**src/hw/rtl/lphm_pkg.sv**
```systemverilog
// ----------------------------------------------------------------------------
// lphm_pkg
// Shared types, codes and hash helpers for the linear-probe hash map.
// ----------------------------------------------------------------------------
package lphm_pkg;

   localparam int TABLE_SLOTS_DEF = 4096;
   localparam int CNT_W           = 12;
   localparam int CSR_ADDR_W      = 3;
   localparam int CSR_DATA_W      = 32;

   localparam logic [CNT_W-1:0] MAX_ENTRIES_RST = 12'd2047;

   // Register index (byte address bit 2)
   localparam logic REG_MAX_ENTRIES = 1'b0;

   localparam logic KIND_GET = 1'b0;
   localparam logic KIND_SET = 1'b1;

   typedef enum logic [2:0] {
      STAT_INSERTED     = 3'd0,
      STAT_OVERWRITTEN  = 3'd1,
      STAT_FOUND        = 3'd2,
      STAT_NOT_FOUND    = 3'd3,
      STAT_ZERO_IGNORED = 3'd4,
      STAT_FULL         = 3'd5
   } status_type;

   typedef enum logic [2:0] {
      S_CLEAR,
      S_IDLE,
      S_HASH,
      S_LOOKUP,
      S_PROBE
   } state_type;

   typedef struct packed {
      logic               kind;
      logic signed [31:0] coord_x;
      logic signed [31:0] coord_y;
      logic signed [31:0] coord_z;
      logic signed [15:0] new_value;
   } req_type;

   typedef struct packed {
      logic signed [15:0] read_value;
      logic [2:0]         status;
   } rsp_type;

   typedef struct packed {
      logic        valid;
      logic [31:0] key_x;
      logic [31:0] key_y;
      logic [31:0] key_z;
      logic [15:0] value;
   } entry_type;

   // Controller -> datapath
   typedef struct packed {
      logic capture;
      logic hash;
      logic load_home;
      logic advance;
      logic finish;
      logic clear;
   } cmd_type;

   // Datapath -> controller
   typedef struct packed {
      logic clear_last;
      logic slot_empty;
      logic key_hit;
      logic last_probe;
      logic rsp_busy;
   } sts_type;

   function automatic logic [31:0] asr32(input logic [31:0] v, input int unsigned s);
      asr32 = 32'($signed(v) >>> s);
   endfunction

   // First half of the integer mix: invert-add, xor-shift, times five.
   function automatic logic [31:0] mix_head(input logic [31:0] k);
      logic [31:0] a;
      logic [31:0] b;
      a        = ~k + (k << 15);
      b        = a ^ asr32(a, 12);
      mix_head = b + (b << 2);
   endfunction

   // Second half: xor-shift, times 2057 as shift-adds, xor-shift.
   function automatic logic [31:0] mix_tail(input logic [31:0] k);
      logic [31:0] a;
      logic [31:0] b;
      a        = k ^ asr32(k, 4);
      b        = (a << 11) + (a << 3) + a;
      mix_tail = b ^ asr32(b, 16);
   endfunction

endpackage

```
**src/hw/rtl/lphm_ctrl.sv**
```systemverilog
// ----------------------------------------------------------------------------
// lphm_ctrl
// Sequencer: clearing pass, hash, probe loop and result hand-off.
// ----------------------------------------------------------------------------
module lphm_ctrl
   import lphm_pkg::*;
(
   input  logic    clock,
   input  logic    reset,
   input  logic    req_valid,
   output logic    req_stall,
   input  sts_type sts,
   output cmd_type cmd
);

   state_type state_ff;
   state_type state_in;
   logic      probe_done;

   assign probe_done = sts.slot_empty | sts.key_hit | sts.last_probe;

   always_ff @(posedge clock) begin
      if (reset) begin
         state_ff <= S_CLEAR;
      end else begin
         state_ff <= state_in;
      end
   end

   always_comb begin
      state_in = state_ff;
      case (state_ff)
         S_CLEAR: begin
            if (sts.clear_last) begin
               state_in = S_IDLE;
            end
         end
         S_IDLE: begin
            if (req_valid) begin
               state_in = S_HASH;
            end
         end
         S_HASH:   state_in = S_LOOKUP;
         S_LOOKUP: state_in = S_PROBE;
         S_PROBE: begin
            if (probe_done && !sts.rsp_busy) begin
               state_in = S_IDLE;
            end
         end
         default:  state_in = S_CLEAR;
      endcase
   end

   always_comb begin
      cmd       = '0;
      req_stall = 1'b1;
      case (state_ff)
         S_CLEAR:  cmd.clear = 1'b1;
         S_IDLE: begin
            req_stall   = 1'b0;
            cmd.capture = req_valid;
         end
         S_HASH:   cmd.hash      = 1'b1;
         S_LOOKUP: cmd.load_home = 1'b1;
         S_PROBE: begin
            cmd.advance = !probe_done;
            cmd.finish  = probe_done && !sts.rsp_busy;
         end
         default: begin
            cmd       = '0;
            req_stall = 1'b1;
         end
      endcase
   end

endmodule

```
**config.mk**
```make
export PLATFORM = sky130hd
export DESIGN_NAME = lphm_ctrl
export DESIGN_NICKNAME = d
export VERILOG_FILES = /design/src/hw/rtl/lphm_pkg.sv /design/src/hw/rtl/lphm_ctrl.sv
export SDC_FILE = /design/constraint.sdc
export NUM_CORES = 1
export LEC_CHECK = 0
export BUFFER_PORTS_ARGS = -buffer_cell sky130_fd_sc_hd__buf_2
export CAP_MARGIN = 20
export CORE_AREA = 5 5 42 44
export DETAILED_ROUTE_END_ITERATION = 8
export DIE_AREA = 0 0 47 49
export GPL_TIMING_DRIVEN = 0
export PLACE_DENSITY = 0.41
export SLEW_MARGIN = 15
export SYNTH_ARGS = -nofsm -noshare
export SYNTH_HDL_FRONTEND = slang
export SYNTH_SLANG_ARGS = --single-unit
```
**constraint.sdc**
```tcl
create_clock -name clock -period 1.8 [get_ports clock]
set_input_delay 0.36 -clock clock [delete_from_list [all_inputs] [get_ports clock]]
set_output_delay 0.36 -clock clock [all_outputs]
set_load 0.05 [all_outputs]
```
==> summary.md <==
| Metric | Value |
|---|---|
| Status | `completed` |
| Flop2flop setup slack | `0.72 ns` |
| Worst vdd ir | `0.2783 mV` |
| Most flop-heavy register | `state_ff` |
| DRT iter0 DRCs | `1` |
| Kind of critical path | `register to output pin` |
| Final min period | `1.732 ns` |
| Initial antenna violation count | `0` |
| Skew final | `0.0008027 ns` |
| Leading area contributor after synthesis | `dfxtp_1` |
| Post-Syn Nets | `35` |
| Synth Instances | `27` |
| Fill count | `162` |
| Reg2reg end | `state_ff[0]$_SDFFE_PP0P_` |
| Worst skew pair latency | `0.23 ns` |
| Mapped cell area | `235.2 sq um` |
| PortBufs | `14` |
| Final critical-path share of the clock period | `96.20%` |
| Worst Path Arrival | `1.37 ns` |
| Commonest non-fill, non-tap cell in the layout | `buf_2` |
| Area Growth Syn to Fin | `65.43%` |
| Final wirelength | `595 um` |
| CTS root buf | `clkbuf_4` |
| HP Class | `primary input to register` |
| Hold path start | `reset` |
| #FFs+latches synth | `3` |
| Gr usage total | `6.334%` |
| Switch Pwr | `0.1102 mW` |
| Area share of the largest cell type after synthesis | `25.53%` |
| Placer's final routability congestion estimate | `0.6564` |
| Crit-path max cell delay | `0.41 ns` |
| Comb pwr share | `37.1%` |
| Unrepaired setup endpoints after global routing | `false` |
| Largest registers | `state_ff (3)` |
| CTS tree | `built` |
| Register share of total power | `24.1%` |
| Clock Pin Slew Worst Setup and Hold Paths | `0.04 ns` |
| Congestion Overflow GR | `0` |
| Drt first pass iters | `2` |
| Site row count | `14` |
| DR WL/cell | `9.754 um` |
| Mean Syn Cell Area | `8.712 sq um` |
| CTS Hold Buffers Added | `0` |
| Finished Layout Cells | `61` |
| Netlist cell types | `18` |
| Max Cap Viol | `0` |
| Clock power share | `38.8%` |
| Sw Ratio | `36.22%` |
| DR vias/cell | `4.213` |
| Slew margin rel. | `78.50%` |
| Initial Util | `16.79%` |
| First-pass GRT wire length | `1014 um` |
| # setup viols final | `0` |
| Die Span X | `47 um` |
| Slew @ Worst Pin | `0.3184 ns` |
| Crit-path leading delay family | `simple AND/OR/NAND/NOR gates` |
| Worst path cell trace | `buf_4 > or3b_1 > nor2_4 > buf_6` |
| H-tree levels | `1` |
| Total Power | `0.3043 mW` |
| Clk sink count | `3` |
| Static leakage | `0.1817 nW` |
| Internal Power | `0.1941 mW` |
| Final ANT Viol Nets | `0` |
| Clock buffer depth | `2` |
| DR vias | `257` |
| Max reg flops | `3` |
| Ys Warns | `0` |
| Ratio of cells with drive above 1 in the final layout | `62.22%` |
| CP max FO | `10` |
| Final slew viol count | `0` |
| Placed Cells | `57` |
| Register area share after synthesis | `25.53%` |
| Nets | `54` |
| Buffers & Inverters on Critical Path | `2` |
| CORE AREA | `0.001401 sq mm` |
| Hold Path Stages | `2` |
| Largest net degree at the start of global routing | `11` |
| Hold_ws | `0.3431 ns` |
| Startpoint Class | `register` |
| Post-DP HPWL | `424.9 um` |
| Die height | `49 um` |
| DRC viols | `0` |
| Fmax | `577.5 MHz` |
| Final hold viol count | `0` |
| Hold EP | `state_ff[1]$_SDFFE_PP0P_` |
| Worst r2r src | `state_ff[1]$_SDFFE_PP0P_` |
| Most frequent cells in the layout | `12 x buf_2, 4 x buf_4, 3 x clkbuf_4, 3 x dfxtp_1` |
| Crit path capture type | `output pin` |
| Crit path required time | `1.44 ns` |
| Vias in the first global route | `241` |
| Slowest-stage cell, CP | `or3b_1` |
| Setup tns final | `0 ns` |
| FF-to-FF path depth | `4` |
| Diodes inserted | `0` |
| Ports | `15` |
| Main area contributors after synthesis | `dfxtp_1 26%, buf_4 9.6%, nor4b_1 7.4%` |
| TritonCTS Buffers | `3` |
| Power Density | `782.0 mW/mm^2` |
| Die ar. | `0.002303 sq mm` |
[cells in the mapped netlist, drive strengths merged]
library cell,number
a22o,1
o41ai,1
buf,4
or3b,1
nand2,1
inv,2
dfxtp,3
and2b,1
o31ai,1
nor3b,2
mux2i,1
nor2,2
a211oi,1
or3,1
and3b,1
nor4b,2
nor3,2
[metal layers]
metal / part of all wire [%] / vias to the layer above / GRT usage [%]
met5: 0 / - / 0
met1: 46 / 118 / 8.553
met3: 9.2 / 0 / 4.428
met4: 0 / 0 / 2.765
li1: - / 132 / -
met2: 44 / 7 / 7.466
[power by group through the flow]
| stage | combinational [mW] | sequential (mW) | clock (mW) |
|---|---|---|---|
| floorplan | 0.0868 | 0.0740 | 0 |
| global placement | 0.112 | 0.0744 | 0 |
| detailed placement | 0.111 | 0.0742 | 0 |
| CTS | 0.112 | 0.0732 | 0.127 |
| global route | 0.123 | 0.0738 | 0.129 |
| finish | 0.113 | 0.0733 | 0.118 |
[worst reg2reg max path: stages, from the launching register on]
cell and delay [ns]:
dfxtp_1 0.30, buf_4 0.16, o31ai_2 0.21, o41ai_1 0.11
a211oi_1 0.22
[timing repair]
action,in CTS,in global routing
resized for setup,1,3
buffers inserted,0,0
setup endpoints to repair,1,2
[per-stage QoR]
stage | util [%] | setup slack [ns] | area [sq um]
after floorplan | - | -0.2478 | 264.0
after global placement | 25.27 | 0.07653 | 354.1
after detailed placement | 25.27 | 0.08235 | 354.1
after CTS | 27.32 | 0.02192 | 382.9
after global routing | 27.77 | 0.006462 | 389.1
final | 27.77 | 0.06839 | 389.1
[worst max-delay path by stage]
| stage | slack (ns) | cells past startpoint | from | end |
|---|---|---|---|---|
| 2_1_floorplan | -0.25 | 2 | sts[2] | cmd[2] |
| 3_3_place_gp | 0.08 | 4 | sts[2] | cmd[2] |
| 3_5_place_dp | 0.08 | 4 | sts[2] | cmd[2] |
| 4_1_cts | 0.02 | 4 | state_ff[0]$_SDFFE_PP0P_ | cmd[5] |
| 5_1_grt | 0.006 | 4 | state_ff[0]$_SDFFE_PP0P_ | cmd[5] |
| 6_report | 0.07 | 4 | state_ff[0]$_SDFFE_PP0P_ | cmd[5] |
[kinds of logic (layout without fill, tap and decap cells)]
family | count (synthesis) | in the layout | share of synthesized area, %
AO/OA/AOI/OAI | 4 | 4 | 15.96
multiplexers | 1 | 1 | 4.255
flip-flops | 3 | 3 | 25.53
AND/OR/NAND/NOR | 13 | 13 | 36.71
buffers and inverters | 6 | 24 | 17.55
[area by class of cell]
class | instances | area, sq um | area share (%)
buffer | 4 | 33.78 | 8.682
timing repair buffer | 14 | 78.83 | 20.26
clock buffer | 4 | 26.28 | 6.752
inverter | 2 | 7.507 | 1.929
tap | 16 | 20.02 | 5.145
multi-input combinational | 18 | 162.7 | 41.80
sequential | 3 | 60.06 | 15.43
Power figures use the tool's default switching activity.
